<file path="src/rtl/stamped_hash_cache_top_assert.svh">
// ----------------------------------------------------------------------------
// Stamped hash cache assertion macros
// Shorthand for the clocked checks used inside the cache RTL.
// ----------------------------------------------------------------------------
`ifndef STAMPED_HASH_CACHE_TOP_ASSERT_SVH
`define STAMPED_HASH_CACHE_TOP_ASSERT_SVH

// check a consequent in the same cycle as its antecedent
`define SHC_ASSERT_SAME(label, clk, rst, ante, cons) \
   label: assert property (@(posedge clk) disable iff (rst) (ante) |-> (cons)) \
      else $error("stamped hash cache check failed");

// check a consequent in the cycle after its antecedent
`define SHC_ASSERT_NEXT(label, clk, rst, ante, cons) \
   label: assert property (@(posedge clk) disable iff (rst) (ante) |=> (cons)) \
      else $error("stamped hash cache check failed");

`endif

</file>
<file path="src/rtl/shc_ram.sv">
// ----------------------------------------------------------------------------
// Generic single-port-write RAM
// One write port and one read port with a registered read.
// ----------------------------------------------------------------------------
`default_nettype none

module shc_ram #(
   parameter int WIDTH = 8,
   parameter int DEPTH = 256
) (
   input  wire logic                     clock,
   input  wire logic                     wr_en,
   input  wire logic [$clog2(DEPTH)-1:0] wr_addr,
   input  wire logic [WIDTH-1:0]         wr_data,
   input  wire logic                     rd_en,
   input  wire logic [$clog2(DEPTH)-1:0] rd_addr,
   output logic      [WIDTH-1:0]         rd_data
);

   logic [WIDTH-1:0] mem_ff [DEPTH];
   logic [WIDTH-1:0] rd_data_ff;

   // write port
   always_ff @(posedge clock) begin
      if (wr_en) begin
         mem_ff[wr_addr] <= wr_data;
      end
   end

   // registered read port
   always_ff @(posedge clock) begin
      if (rd_en) begin
         rd_data_ff <= mem_ff[rd_addr];
      end
   end

   assign rd_data = rd_data_ff;

endmodule

`default_nettype wire

</file>
<file path="config.mk">
export PLATFORM = sky130hd
export DESIGN_NAME = shc_ram
export DESIGN_NICKNAME = d
export VERILOG_FILES = /design/src/rtl/stamped_hash_cache_top_assert.svh /design/src/rtl/shc_ram.sv
export SDC_FILE = /design/constraint.sdc
export NUM_CORES = 2
export LEC_CHECK = 0
export BUFFER_PORTS_ARGS = -buffer_cell sky130_fd_sc_hd__buf_2
export CAP_MARGIN = 10
export CORE_UTILIZATION = 68
export CTS_BUF_LIST = sky130_fd_sc_hd__clkbuf_16
export DETAILED_ROUTE_END_ITERATION = 12
export PLACE_DENSITY_LB_ADDON = 0.05
export SLEW_MARGIN = 5
export SYNTH_ARGS = -nofsm -noshare
export SYNTH_HDL_FRONTEND = slang
export SYNTH_SLANG_ARGS = --single-unit
</file>
<file path="constraint.sdc">
create_clock -name clock -period 4 [get_ports clock]
set_input_delay 0.4 -clock clock [delete_from_list [all_inputs] [get_ports clock]]
set_output_delay 0.4 -clock clock [all_outputs]
set_load 0.02 [all_outputs]
</file>
==> results_dict.tcl <==
set metrics [dict create \
    status "finished, final reports clean" \
    start_util 0.6853 \
    regToRegStartpoint "mem_ff[211][5]$_DFFE_PP_" \
    die_h_microns 344.2 \
    synth_top_area_share 0.7753 \
    port_buffers 34 \
    worst_clock_skew_ns 0.02611 \
    regToRegEndpoint "rd_data[5]$_DFFE_PP_" \
    powerDensity_nw_per_um2 498.9 \
    cp_top_family "simple AND/OR/NAND/NOR gates" \
    period_share 0.8326 \
    grt.met3_usage 0.07821 \
    synth_cell_type_count 54 \
    wirelength_microns 192900 \
    nNetsFinal 3969 \
    worstSetupEndpointType "register" \
    htreeDepth 4 \
    vias 40000 \
    path_depth 6 \
    report.final.slew_viol_count 0 \
    ys_top_cells_by_area "edfxtp_1 (78%), mux4_2 (13%), mux2i_1 (1.7%), nor2_1 (1.3%), a22oi_1 (1.3%)" \
    ys.flop_type "edfxtp_1" \
    syn_nets 3760 \
    max-cap-violations 0 \
    relSlewSlack 0.1020 \
    area_delta_synth_final_pct 11.33 \
    regArea_sq_um 61740 \
    finalWorstSetupSlack_ns 0.6695 \
    synth_cells 3733 \
    cts_hold_buf 0 \
    cts_buffers 193 \
    clock.fmax_ghz 0.3003 \
    busiest_layer "met2" \
    syn_avg_cell_area_sq_um 21.33 \
    antenna_found_initial 10 \
    yosys_warnings 0 \
    drcViolationCount 0 \
    dr.pass1.iters 6 \
    clock_latency_ns 0.80 \
    num_rows 125 \
    core_sq_um 116200 \
    startpoint_type "register" \
    fillers 6077 \
    clk_pin_slew_worst_paths_ns 0.06 \
    seq_area_frac_synth 0.7753 \
    cp.required_ns 4.50 \
    reg2reg_setup_slack_ns 0.67 \
    track_usage 0.3335 \
    drt-initial-drc-count 5495 \
    routedWlPerCell_microns 34.33 \
    cts_tree "built" \
    grt_overflow_total 0 \
    hold_violations 0 \
    grt_pass1_wl_microns 277400 \
    arrival_ns 3.83 \
    grt_max_degree 158 \
    viasPerCell 7.117 \
    synth_common_cells "edfxtp_1 (2056), mux4_2 (454), nor2_1 (282)" \
    use_met2 0.5195 \
    cts_resized 0 \
    dieArea_sq_um 118500 \
    holdPathStages 1 \
    min_path_type "in2reg" \
    gp_congestion 0.9005 \
    period_needed_ns 3.331 \
    finalSetupViolations 0 \
    holdWs_ns 0.08362 \
    clk_path_buf_depth 3 \
    dp_hpwl_microns 117700 \
    hp-start "rd_en" \
    die_x_microns 344.2 \
    crit_fanout 1 \
    top_level_ports 35 \
    cp_slowest_cell "nor3_1" \
    synth_edf_count 2056 \
    multi_input_area_sq_um 16470 \
    worstSetupPathType "reg2reg" \
    tightest_slew_ns 1.335 \
    slowest_delay_ns 0.91 \
    yosysTopAreaCell "edfxtp_1" \
    rsz0062_at_grt "no" \
    place_ws_ns 0.01238 \
    r2r.worst_path.cells 6 \
    crit_chain "mux4_2 > a22o_1 > a221oi_1 > o32ai_1 > nor3_1 > nor4_1" \
    postRouteAntennaNets 0 \
    synth-seq-cells 2056 \
    dpl.cell_count 5271 \
    final_cells 5620 \
    critical_path_buf_inv_count 0 \
    leakagePower_nw 27.81 \
    async_reset_ff_frac 0 \
    hold_end "rd_data[1]$_DFFE_PP_" \
    yosysMostFrequentCell "edfxtp_1" \
    grt_use_met1 0.4694 \
    clockRootBuffer "clkbuf_16" \
    post_cts_buffers 0 \
    peakVddDrop_v 0.0004365 \
    cts_sinks 2056 \
    syn_area_sq_um 79640 \
    layout-drive-gt1-share 0.2427 \
    grt_pass1_vias 40260 \
]
-- cell families after synthesis --
logic type | Yosys count | synth area share
flops | 2056 | 0.7753
mux | 591 | 0.1460
simple gates | 466 | 0.02625
compound gates | 385 | 0.03416
buf+inv | 235 | 0.01829
-- sequential cells by signal, indices dropped and copies added (netlist names) --
signal and flops:
rd_data 8, mem_ff 2048
-- worst register-to-register path, cell delays in order (launching register included) --
cell      delay, ns
edfxtp_1       0.37
mux4_2         0.48
a22o_1         0.28
a221oi_1       0.59
o32ai_1        0.21
nor3_1         0.91
nor4_1         0.19
-- power breakdown --
group | leakage (nW) | total (mW) | switching (mW) | internal [mW]
combinational | 6.15 | 2.19 | 1.42 | 0.770
sequential | 18.5 | 23.8 | 0.0267 | 23.8
clock | 3.18 | 18.3 | 7.74 | 10.5
-- metal layers --
| metal | vias to the layer above | share of wire | routed length, microns |
|---|---|---|---|
| li1 | 16120 | - | - |
| met1 | 20760 | 0.36 | 69820 |
| met2 | 2638 | 0.48 | 92470 |
| met3 | 469 | 0.12 | 22300 |
| met4 | 12 | 0.043 | 8262 |
| met5 | - | 0.00040 | 77 |
-- cells in the final DEF, fill, tap and decap left out, types with 27 or more instances in the layout --
cell / count
o221ai_1: 46
nand2_1: 33
mux4_2: 454
nor2_1: 279
nor2b_1: 28
o22ai_1: 28
mux2i_1: 134
nand3_1: 34
clkinv_1: 41
a21oi_1: 96
buf_4: 184
a22oi_1: 133
edfxtp_1: 2056
clkbuf_16: 199
buf_12: 30
inv_1: 33
clkinv_2: 27
-- worst max-delay path by stage --
stage,start,endpoint
floorplan,rd_addr[0],rd_data[2]$_DFFE_PP_
global placement,rd_addr[0],rd_data[2]$_DFFE_PP_
detailed placement,rd_addr[0],rd_data[2]$_DFFE_PP_
CTS,mem_ff[211][5]$_DFFE_PP_,rd_data[5]$_DFFE_PP_
global route,rd_addr[0],rd_data[2]$_DFFE_PP_
finish,mem_ff[211][5]$_DFFE_PP_,rd_data[5]$_DFFE_PP_
-- final cells by class --
class | instances | share of cell area
antenna | 4 | 0.0001129
clock buffer | 199 | 0.05617
clock inverter | 146 | 0.01480
inverter | 2 | 0.00008468
multi-input combinational | 1442 | 0.1857
sequential | 2056 | 0.6964
tap | 1524 | 0.02151
timing repair buffer | 247 | 0.02523
-- per-stage QoR --
step / TNS, ns / util / power (mW) / instance area [sq um]
5_1_grt: 0 / 0.7629 / 45.20 / 88650
2_1_floorplan: 0 / - / 25.40 / 79640
4_1_cts: 0 / 0.7629 / 44.31 / 88650
3_5_place_dp: 0 / 0.7087 / 26.40 / 82360
3_3_place_gp: -0.03990 / 0.7087 / 26.34 / 82360
6_report: 0 / 0.7630 / 44.23 / 88660
No activity file was read; power rests on OpenSTA's default activity.
