--- src/rtl/stamped_hash_cache_top_assert.svh ---
// ----------------------------------------------------------------------------
// Stamped hash cache assertion macros
// Shorthand for the clocked checks used inside the cache RTL.
// ----------------------------------------------------------------------------
`ifndef STAMPED_HASH_CACHE_TOP_ASSERT_SVH
`define STAMPED_HASH_CACHE_TOP_ASSERT_SVH

// check a consequent in the same cycle as its antecedent
`define SHC_ASSERT_SAME(label, clk, rst, ante, cons) \
   label: assert property (@(posedge clk) disable iff (rst) (ante) |-> (cons)) \
      else $error("stamped hash cache check failed");

// check a consequent in the cycle after its antecedent
`define SHC_ASSERT_NEXT(label, clk, rst, ante, cons) \
   label: assert property (@(posedge clk) disable iff (rst) (ante) |=> (cons)) \
      else $error("stamped hash cache check failed");

`endif

--- src/rtl/shc_pkg.sv ---
// ----------------------------------------------------------------------------
// Stamped hash cache package
// Table geometry, hash constants and shared types of the coordinate cache.
// ----------------------------------------------------------------------------
`default_nettype none

package shc_pkg;

   // table geometry
   localparam int TABLE_SLOTS = 256;
   localparam int SLOT_W      = $clog2(TABLE_SLOTS);
   localparam int STAMP_BITS  = 16;
   localparam int DATA_BITS   = 8;
   localparam int KEY_BITS    = 64;

   // Fibonacci hash: only product bits up to the top slot bit matter
   localparam logic [KEY_BITS-1:0] GOLDEN_MUL = 64'h9E37_79B9_7F4A_7C15;
   localparam int HASH_SHIFT = 32;
   localparam int PROD_W     = HASH_SHIFT + SLOT_W;
   localparam int CHUNK_W    = (PROD_W + 1) / 2;
   localparam logic [PROD_W-1:0] MUL_LOW = GOLDEN_MUL[PROD_W-1:0];

   // action codes
   localparam logic ACT_LOOKUP  = 1'b0;
   localparam logic ACT_NEW_GEN = 1'b1;

   // one table entry as stored in the RAM
   typedef struct packed {
      logic [STAMP_BITS-1:0] stamp;
      logic [KEY_BITS-1:0]   key;
      logic [DATA_BITS-1:0]  data;
   } entry_type;

   localparam int ENTRY_W = $bits(entry_type);

   // sequencer controls for the shared multiplier
   typedef struct packed {
      logic mul_lo;
      logic mul_hi;
   } hash_ctl_type;

endpackage

`default_nettype wire

--- src/rtl/shc_hash.sv ---
// ----------------------------------------------------------------------------
// Stamped hash cache hash unit
// Two-step Fibonacci multiply on one shared multiplier; yields the start slot.
// ----------------------------------------------------------------------------
`default_nettype none

module shc_hash (
   input  wire logic                        clock,
   input  wire shc_pkg::hash_ctl_type       ctl,
   input  wire logic [shc_pkg::PROD_W-1:0]  key_low,
   output logic      [shc_pkg::SLOT_W-1:0]  slot
);

   import shc_pkg::*;

   logic [CHUNK_W-1:0]        chunk;
   logic [CHUNK_W+PROD_W-1:0] product;
   logic [PROD_W-1:0]         acc_ff;
   logic [PROD_W-1:0]         acc_in;

   // pick the key chunk for this step
   always_comb begin
      if (ctl.mul_hi) begin
         chunk = CHUNK_W'(key_low[PROD_W-1:CHUNK_W]);
      end else begin
         chunk = key_low[CHUNK_W-1:0];
      end
   end

   // shared multiplier
   assign product = {{PROD_W{1'b0}}, chunk} * {{CHUNK_W{1'b0}}, MUL_LOW};

   // accumulate partial products modulo 2^PROD_W
   always_comb begin
      acc_in = acc_ff;
      if (ctl.mul_lo) begin
         acc_in = product[PROD_W-1:0];
      end else if (ctl.mul_hi) begin
         acc_in = acc_ff + (product[PROD_W-1:0] << CHUNK_W);
      end
   end

   always_ff @(posedge clock) begin
      acc_ff <= acc_in;
   end

   assign slot = acc_ff[PROD_W-1:HASH_SHIFT];

endmodule

`default_nettype wire

--- config.mk ---
export PLATFORM = sky130hd
export DESIGN_NAME = shc_hash
export DESIGN_NICKNAME = d
export VERILOG_FILES = /design/src/rtl/stamped_hash_cache_top_assert.svh /design/src/rtl/shc_pkg.sv /design/src/rtl/shc_hash.sv
export SDC_FILE = /design/constraint.sdc
export NUM_CORES = 1
export LEC_CHECK = 0
export BUFFER_PORTS_ARGS = -buffer_cell sky130_fd_sc_hd__buf_4
export CAP_MARGIN = 20
export CELL_PAD_IN_SITES_DETAIL_PLACEMENT = 1
export CELL_PAD_IN_SITES_GLOBAL_PLACEMENT = 1
export CORE_ASPECT_RATIO = 1.25
export CORE_MARGIN = 5
export CORE_UTILIZATION = 47
export CTS_CLUSTER_SIZE = 10
export DETAILED_ROUTE_END_ITERATION = 6
export HOLD_SLACK_MARGIN = 0.06
export PLACE_DENSITY_LB_ADDON = 0.25
export SLEW_MARGIN = 15
export SYNTH_ARGS = -nofsm -noshare
export SYNTH_HDL_FRONTEND = slang
export SYNTH_SLANG_ARGS = --single-unit
--- constraint.sdc ---
create_clock -name clock -period 12.1 [get_ports clock]
set_input_delay 2.42 -clock clock [delete_from_list [all_inputs] [get_ports clock]]
set_output_delay 2.42 -clock clock [all_outputs]
set_load 0.005 [all_outputs]
==> results of run 1 <==
kinds of logic (layout without fill, tap and decap cells):
family / after synthesis / after routing / synth area share, %
flops: 20 / 20 / 5.61
compound gates: 139 / 139 / 8.63
buf+inv: 314 / 351 / 11.3
fa+ha+maj: 403 / 403 / 60.7
xor+xnor: 73 / 73 / 5.97
simple gates: 117 / 117 / 5.08
mux: 28 / 28 / 2.73
worst max-delay path, cell delays in order:
cell      delay (ps)
buf_4            310
mux2i_1          910
inv_1            450
fa_1             650
fa_1             490
inv_1            100
fa_1             160
inv_1             50
fa_1             480
inv_1             50
fa_1             480
inv_1             60
fa_1             530
inv_1             60
fa_1             540
inv_1             50
ha_1             400
o21ai_0          360
o21ai_0          240
nand3_1          120
o211ai_1         140
and3_1           240
o31ai_1          390
o21ai_0          190
xnor2_1          200
mux2i_1          100
how the worst min path moves through the flow:
stage,end,start,cells after the start
2_1_floorplan,acc_ff[20],acc_ff[20],2
3_3_place_gp,acc_ff[20],acc_ff[20],2
3_5_place_dp,acc_ff[20],acc_ff[20],2
4_1_cts,acc_ff[20],acc_ff[20],2
5_1_grt,acc_ff[20],acc_ff[20],2
6_report,acc_ff[20],acc_ff[20],2
per-stage QoR:
step | cell area, sq um | worst slack (ps) | hold slack (ps)
floorplan | 10700 | 2390 | 650
global placement | 11400 | 1740 | 664
detailed placement | 11400 | 1640 | 665
CTS | 11400 | 1900 | 679
global route | 11400 | 1420 | 717
finish | 11400 | 1920 | 675
layer usage:
| metal | vias to the layer above | global-route usage [%] |
|---|---|---|
| met5 | - | 0 |
| met4 | 0 | 10.8 |
| met3 | 73 | 2.33 |
| met2 | 174 | 46.3 |
| met1 | 3864 | 26.5 |
| li1 | 3533 | - |
cell type report:
| type | count | area [sq um] | share of cell area [%] |
|---|---|---|---|
| clock buffer | 3 | 75.1 | 0.656 |
| inverter | 296 | 1110 | 9.71 |
| multi-input combinational | 760 | 8910 | 77.9 |
| sequential | 20 | 601 | 5.25 |
| tap | 283 | 354 | 3.10 |
| timing repair buffer | 52 | 390 | 3.41 |
cell usage after synthesis, types with 3 or more instances:
cell type | instances | area share [%]
mux2_2 | 6 | 0.63
nand4_1 | 6 | 0.35
or3_1 | 3 | 0.18
a21oi_1 | 44 | 2.1
nand3_1 | 6 | 0.28
nor2_1 | 37 | 1.3
nor3_1 | 10 | 0.47
mux2i_1 | 21 | 2.0
clkbuf_1 | 9 | 0.32
nor2b_1 | 3 | 0.18
o21bai_1 | 10 | 0.70
buf_4 | 8 | 0.56
o211ai_1 | 5 | 0.35
inv_1 | 296 | 10
edfxtp_1 | 20 | 5.6
ha_1 | 209 | 24
xor2_1 | 29 | 2.4
o21ai_0 | 27 | 1.3
a211oi_1 | 6 | 0.42
or2_2 | 3 | 0.18
a21o_1 | 14 | 0.98
a31o_2 | 3 | 0.25
fa_1 | 194 | 36
xnor2_1 | 44 | 3.6
nand2b_1 | 5 | 0.29
a31oi_1 | 7 | 0.41
nand2_1 | 34 | 1.2
o21a_1 | 5 | 0.35
==> metrics.yaml, run 1 <==
drt:
  wl_mm: 30.5
  antenna_left: 0
  routedWlPerCell_um: 21.6
  wl_met2_mm: 16.1
  dr.pass1.iters: 4
  wl_met1_mm: 11.7
  drc: 0
  first_iter_violations: 318
  vias: 7644
  top_layer_used: "met4"
  viasPerCell: 5.41
  wl_met3_um: 955
global_route:
  globalRoute.totalOverflow: 0
  grt_pass1_vias: 8942
  antenna_found_initial: 0
  grt_max_degree: 34
  grt_pass1_wl_mm: 48.1
  grt_use_total_pct: 24.0
clock_network:
  hold_buffers: 0
  clkTransAtPathRegs_ps: 60
  postCtsSetupBuffers: 0
  insertion_delay_ps: 260
  cts.sinks: 20
  cts_root_buf: "clkbuf_16"
  h-tree-depth: 1
  cts_buffers: 3
  cts-resized-gates: 0
  cts_buffer_depth: 2
  cts_tree: "done"
worst_setup_path:
  crit_end: "acc_ff[39]"
  worstSetupEndpointType: "flop"
  startpoint: "ctl[0]"
  r2r-end: "acc_ff[36]"
  reg2reg_slack_ps: 8950
  critPathLaunchType: "input port"
  crit_path_max_fanout: 21
  ff2ff_path_depth: 12
  cp.arrival_ps: 10170
  cp.required_ps: 12090
  timing.rr.start: "acc_ff[20]"
  criticalPathCategory: "input port to flop"
cells_and_area:
  fillCellCount: 2565
  mostFrequentLayoutCells: "inv_1 (296), ha_1 (209), fa_1 (194)"
  largest_reg_flops: 20
  largest_register: "acc_ff"
  nets: 1579
  final_common_cell: "inv_1"
  syn2layout_area_growth_pct: 6.81
  layout-drive-gt1-share_pct: 6.72
  fin_cells: 1414
  final_core_utilization_pct: 51.1
  num_antenna_cells: 0
  largest_registers: "acc_ff (20)"
timing:
  setup_viol: 0
  final.setup_skew_ps: 5.56
  slew_headroom_pct: 28.1
  finalHoldViolCount: 0
  fmax_mhz: 98.2
  rsz0062_at_grt: "false"
  fin_setup_tns_ps: 0
  drv_slew: 0
  tightest_slew_ps: 1050
  fin_crit_ps: 10180
  fin_crit_sh_pct: 84.1
hold_path:
  hold_path.class: "flop to flop"
synth:
  synth_nets: 1540
  yosysWarnings: 0
  ys_ff_latch: 20
  synth_cell_types: 53
  synth_area_sq_um: 10700
  synth-main-ff-cell: "edfxtp_1"
  yosysSeqAreaShare_pct: 5.61
  synth-edff-count: 20
  synth_area_per_cell_sq_um: 9.79
  ys_async_sr_fraction_pct: 0
  synth_cells: 1094
placed_design:
  io_buffers: 50
  dp_hpwl_mm: 27.9
  globalplace.congestion: 0.966
  placed_cells: 1411
job:
  max_cap_violations: 0
die:
  die_area_sq_um: 25900
  die_w_um: 145
  rows: 61
  initial_core_util_pct: 47.9
  core-area_sq_um: 22400
  io_pins: 51
  die_height_um: 179
outcome:
  status: "completed"
Power of run 1 is left out: the tool's default activity adds up to more than one toggle a clock period on the data nets, which glitch-free logic cannot reach.
==> inputs of run 2 (changes only) <==
Clock period 12.1 ns to 8.4 ns, I/O delays scaled along.
==> run 2 against run 1 <==
  * Routed wire length increased by 8.4%
  * Largest cell class unchanged
  * Sequential share of layout area is 0.34 points lower
  * Worst setup slack got worse by 1700 ps
  * Global-route usage grew 1.9 points
  * First-iteration DRC count is 0.31% higher
  * Cell count is 6.9% higher
  * Worst hold slack better by 4.1 ps
==> metrics.yaml, run 2 (synthesized netlist as in run 1, its figures left out) <==
cells_and_area:
  mostFrequentLayoutCells: "inv_1 (293), ha_1 (208), fa_1 (192)"
  fin_cells: 1511  # +6.9%
  largest_registers: "acc_ff (20)"
  nets: 1676  # +6.1%
  layout-drive-gt1-share_pct: 15.3  # +8.6 points
  largest_register: "acc_ff"
  fillCellCount: 2560  # -0.19%
  largest_reg_flops: 20  # unchanged
  num_antenna_cells: 0  # unchanged
  syn2layout_area_growth_pct: 14.3
  final_common_cell: "inv_1"
timing:
  tightest_slew_ps: 531  # -517 ps
  fin_crit_sh_pct: 97.6
  finalHoldViolCount: 0  # unchanged
  setup_viol: 0  # unchanged
  slew_headroom_pct: 64.2  # +36 points
  final.setup_skew_ps: 5.14  # -0.417 ps
  drv_slew: 0  # unchanged
  rsz0062_at_grt: "false"
  fmax_mhz: 122
  fin_crit_ps: 8200
worst_setup_path:
  criticalPathCategory: "input port to flop"
  cp_top_family: "adder cells"
  reg2reg_slack_ps: 5350  # -3600 ps
  startpoint: "ctl[0]"
  critPathLaunchType: "input port"
  crit_path_max_fanout: 8  # -62%
  cp.required_ps: 8400  # -3690 ps
  cp_num_buf_inv: 7  # -1
  ff2ff_path_depth: 12  # unchanged
  timing.rr.start: "acc_ff[20]"
  cp_slowest_cell: "fa_1"
  cp.arrival_ps: 8200  # -1970 ps
  crit_end: "acc_ff[31]"
  path_depth: 25  # -3.8%
  r2r-end: "acc_ff[36]"
  worstSetupEndpointType: "flop"
  critPathMaxStageDelay_ps: 590  # -320 ps
  crit_top_cell: "fa_1"
clock_network:
  cts_tree: "done"
  cts_root_buf: "clkbuf_16"
  cts.sinks: 20  # unchanged
  insertion_delay_ps: 260  # about the same
  clkTransAtPathRegs_ps: 60  # about the same
  cts_buffers: 3  # unchanged
  hold_buffers: 0  # unchanged
  cts_buffer_depth: 2  # unchanged
  h-tree-depth: 1  # unchanged
drt:
  first_iter_violations: 319  # +0.31%
  drc: 0  # unchanged
  dr.pass1.iters: 4  # unchanged
  antenna_left: 0  # unchanged
  vias: 8111  # +6.1%
  viasPerCell: 5.37  # -0.70%
  routedWlPerCell_um: 21.9  # +1.4%
  wl_mm: 33.1  # +8.4%
die:
  die_w_um: 145  # unchanged
  rows: 61  # unchanged
  initial_core_util_pct: 47.9  # unchanged
  die_area_sq_um: 25900  # unchanged
  io_pins: 51  # unchanged
  die_height_um: 179  # unchanged
  core-area_sq_um: 22400  # unchanged
placed_design:
  io_buffers: 50  # unchanged
  placed_cells: 1507  # +6.8%
  globalplace.congestion: 0.944  # -2.3%
  dp_hpwl_mm: 30.6  # +9.6%
outcome:
  status: "completed"
global_route:
  grt_pass1_wl_mm: 51.4  # +7.0%
  grt_use_total_pct: 25.8  # +1.9 points
  globalRoute.totalOverflow: 0  # unchanged
  antenna_found_initial: 0  # unchanged
  grt_pass1_vias: 9614  # +7.5%
  grt_max_degree: 34  # unchanged
job:
  max_cap_violations: 0  # unchanged
hold_path:
  hold_path.class: "flop to flop"
## run 2: worst reg2reg max path, cell delays in order (launching register included)
cell and delay [ps]:
edfxtp_1 320, ha_1 160, inv_1 60, fa_1 430, nor2b_1 110, o21ai_0 120, a21boi_0 410, nor4_1 90
o31ai_1 360, a41o_1 270, nor2_1 60, xnor2_1 130, mux2_4 270
## run 2: final cells by class
class / instances / area, sq um / area share (%)
inverters: 296 / 1110 / 9.08
clock buffers: 3 / 75.1 / 0.614
well taps: 283 / 354 / 2.89
repair buffers: 149 / 1130 / 9.24
multi-input cells: 760 / 8960 / 73.3
flip-flops and latches: 20 / 601 / 4.91
## run 2: layer usage
metal  GRT usage, %  routed length, um  up-vias
met4           13.5               2180        0
li1               -                  -     3729
met5              0                  0        -
met3           2.02               1100       98
met1           26.7              11700     4076
met2           51.5              18000      208
## run 2: how the worst min path moves through the flow
stage	from	end	slack, ps	depth (start not counted)
after floorplan	acc_ff[20]	acc_ff[20]	650	2
after global placement	acc_ff[20]	acc_ff[20]	660	2
after detailed placement	acc_ff[20]	acc_ff[20]	670	2
after CTS	acc_ff[20]	acc_ff[20]	680	2
after global routing	acc_ff[20]	acc_ff[20]	710	2
final	acc_ff[20]	acc_ff[20]	680	2
## run 2: per-stage QoR
| step | setup TNS [ps] | util, % | hold WS, ps | setup slack [ps] | area [sq um] |
|---|---|---|---|---|---|
| floorplan | 0 | - | 650 | 6.97 | 10800 |
| global placement | -115 | 54.2 | 658 | -61.3 | 12100 |
| detailed placement | -1120 | 54.2 | 667 | -227 | 12100 |
| CTS | 0 | 54.5 | 681 | 43.9 | 12200 |
| global route | 0 | 54.7 | 714 | 7.50 | 12200 |
| finish | 0 | 54.7 | 679 | 203 | 12200 |
## run 2: what timing repair did
item                       in CTS  in global routing
setup endpoints to repair       0                 10
buffers inserted                0                  1
resized for setup               0                 11
Power of run 2 is left out for the same reason.
==> inputs of run 3 (changes only) <==
Settings changed: MAX_ROUTING_LAYER set to met4.
==> run 3 against run 2 <==
  * Cell count is 0.26% lower
  * First-iteration DRC count up 0.31%
  * Sequential cell count did not move
  * Non-clock buffer count is 5 lower
  * Clock-buffer cell count unchanged
  * Worst setup slack improved by 54 ps
  * Final area is essentially flat
  * Core utilization is essentially flat
  * Register-to-register slack got worse by 20 ps
  * Via count down 0.94%
==> metrics.yaml, run 3 (synthesized netlist as in run 1, its figures left out) <==
outcome:
  status: "completed"
worst_setup_path:
  cp.arrival_ps: 8150  # -50 ps
  crit_end: "acc_ff[39]"
  reg2reg_slack_ps: 5330  # -20 ps
  criticalPathCategory: "input port to flop"
  crit_path_max_fanout: 8  # unchanged
  cp_slowest_cell: "fa_1"
  cp.required_ps: 8410  # about the same
  critPathLaunchType: "input port"
  startpoint: "ctl[0]"
  crit_top_cell: "fa_1"
  critPathMaxStageDelay_ps: 550  # -40 ps
  ff2ff_path_depth: 12  # unchanged
  path_cells: "buf_4 -> buf_4 -> mux2i_2 -> inv_2 -> fa_2 -> buf_4 -> ha_1 -> inv_1 -> fa_1 -> inv_1 -> fa_1 -> fa_1 -> fa_1 -> fa_1 -> ha_1 -> nand2_1 -> o21ai_0 -> o21bai_1 -> xor2_1 -> ha_1 -> a21oi_1 -> o21ai_0 -> xnor2_1 -> mux2i_1"
  timing.rr.start: "acc_ff[20]"
  worstSetupEndpointType: "flop"
  r2r-end: "acc_ff[36]"
clock_network:
  cts.sinks: 20  # unchanged
  insertion_delay_ps: 260  # about the same
  cts_buffer_depth: 2  # unchanged
  postCtsSetupBuffers: 0  # unchanged
  h-tree-depth: 1  # unchanged
  cts_tree: "done"
  cts_root_buf: "clkbuf_16"
  clkTransAtPathRegs_ps: 60  # about the same
  cts_buffers: 3  # unchanged
die:
  rows: 61  # unchanged
  die_area_sq_um: 25900  # unchanged
  die_height_um: 179  # unchanged
  die_w_um: 145  # unchanged
  core-area_sq_um: 22400  # unchanged
  io_pins: 51  # unchanged
  initial_core_util_pct: 47.9  # unchanged
global_route:
  grt_max_degree: 34  # unchanged
  globalRoute.totalOverflow: 0  # unchanged
  grt_pass1_wl_mm: 50.3  # -2.2%
  antenna_found_initial: 0  # unchanged
  grt_use_total_pct: 25.8  # about the same
  grt_pass1_vias: 9447  # -1.7%
placed_design:
  placed_cells: 1503  # -0.27%
  globalplace.congestion: 0.953  # +0.96%
  io_buffers: 50  # unchanged
  dp_hpwl_mm: 29.8  # -2.8%
cells_and_area:
  largest_reg_flops: 20  # unchanged
  mostFrequentLayoutCells: "inv_1 (293), ha_1 (209), fa_1 (192)"
  largest_registers: "acc_ff (20)"
  num_antenna_cells: 0  # unchanged
  nets: 1671  # -0.30%
  seqCellArea_sq_um: 601  # unchanged
  fin_cells: 1507  # -0.26%
  largest_register: "acc_ff"
  layout-drive-gt1-share_pct: 15.0  # -0.36 points
  multi_input_area_sq_um: 8980  # +0.22%
  fillCellCount: 2568  # +0.31%
  final_common_cell: "inv_1"
  syn2layout_area_growth_pct: 14.2  # about the same
drt:
  first_iter_violations: 320  # +0.31%
  drc: 0  # unchanged
  vias: 8035  # -0.94%
  dr.pass1.iters: 4  # unchanged
  routedWlPerCell_um: 21.2  # -3.0%
  viasPerCell: 5.33  # -0.67%
  wl_mm: 32.0  # -3.2%
  antenna_left: 0  # unchanged
timing:
  final.setup_skew_ps: 4.85  # -0.290 ps
  fmax_mhz: 123  # +0.66%
  drv_slew: 0  # unchanged
  setup_viol: 0  # unchanged
  finalHoldViolCount: 0  # unchanged
  fin_setup_tns_ps: 0  # unchanged
  tightest_slew_ps: 657  # +126 ps
  fin_crit_ps: 8140  # -54.0 ps
  slew_headroom_pct: 56.2  # -8.1 points
  fin_crit_sh_pct: 96.9  # -0.64 points
hold_path:
  hold_path.class: "flop to flop"
  hp-start: "acc_ff[20]"
job:
  max_cap_violations: 0  # unchanged
## run 3: cell types whose count changed in the layout (fill, tap and decap cells not counted), sizes merged
cell / delta
clkinv: +1
buf: -5
## run 3: worst max-delay path, delay by kind of cell
family,cells,cell delay (ps)
AO/OA/AOI/OAI,4,830
XOR/XNOR,2,440
adder cells (fa/ha/maj),9,4020
buffers and inverters,6,710
multiplexers,2,360
AND/OR/NAND/NOR,1,80
## run 3: worst min path at each step
| stage | slack, ps | endpoint | cells after the start |
|---|---|---|---|
| 6_report | 690 | acc_ff[20] | 2 |
| 5_1_grt | 710 | acc_ff[20] | 2 |
| 4_1_cts | 700 | acc_ff[20] | 2 |
| 3_5_place_dp | 680 | acc_ff[20] | 2 |
| 3_3_place_gp | 660 | acc_ff[20] | 2 |
| 2_1_floorplan | 650 | acc_ff[20] | 2 |
## run 3: metal layers
| metal | up-vias | GRT usage (%) | share of wire [%] |
|---|---|---|---|
| met5 | - | - | 0 |
| met4 | 0 | 13.4 | 6.2 |
| met3 | 81 | 1.64 | 2.6 |
| met2 | 192 | 49.3 | 55 |
| met1 | 4038 | 26.7 | 36 |
| li1 | 3724 | - | - |
## run 3: through the flow
step                      cell area, sq um  hold WS (ps)  util [%]  setup WS [ps]
final                                12200           692      54.7            257
after CTS                            12200           699      54.5            104
after global routing                 12200           708      54.7          -2.11
after global placement               12100           662      54.1           -122
after floorplan                      10800           650         -           6.97
after detailed placement             12100           684      54.1           -153
## run 3: timing repair
item	CTS	global route
hold endpoints to repair	0	0
gates resized for setup	0	12
endpoints found under the setup margin	0	7
hold buffers	0	0
## run 3: cell type report
class	count	area share, %
Inverter	296	9.08
Timing Repair Buffer	144	9.04
Clock inverter	1	0.0307
Multi-Input combinational cell	760	73.4
Tap cell	283	2.89
Sequential cell	20	4.91
Clock buffer	3	0.614
Power of run 3 is left out for the same reason.
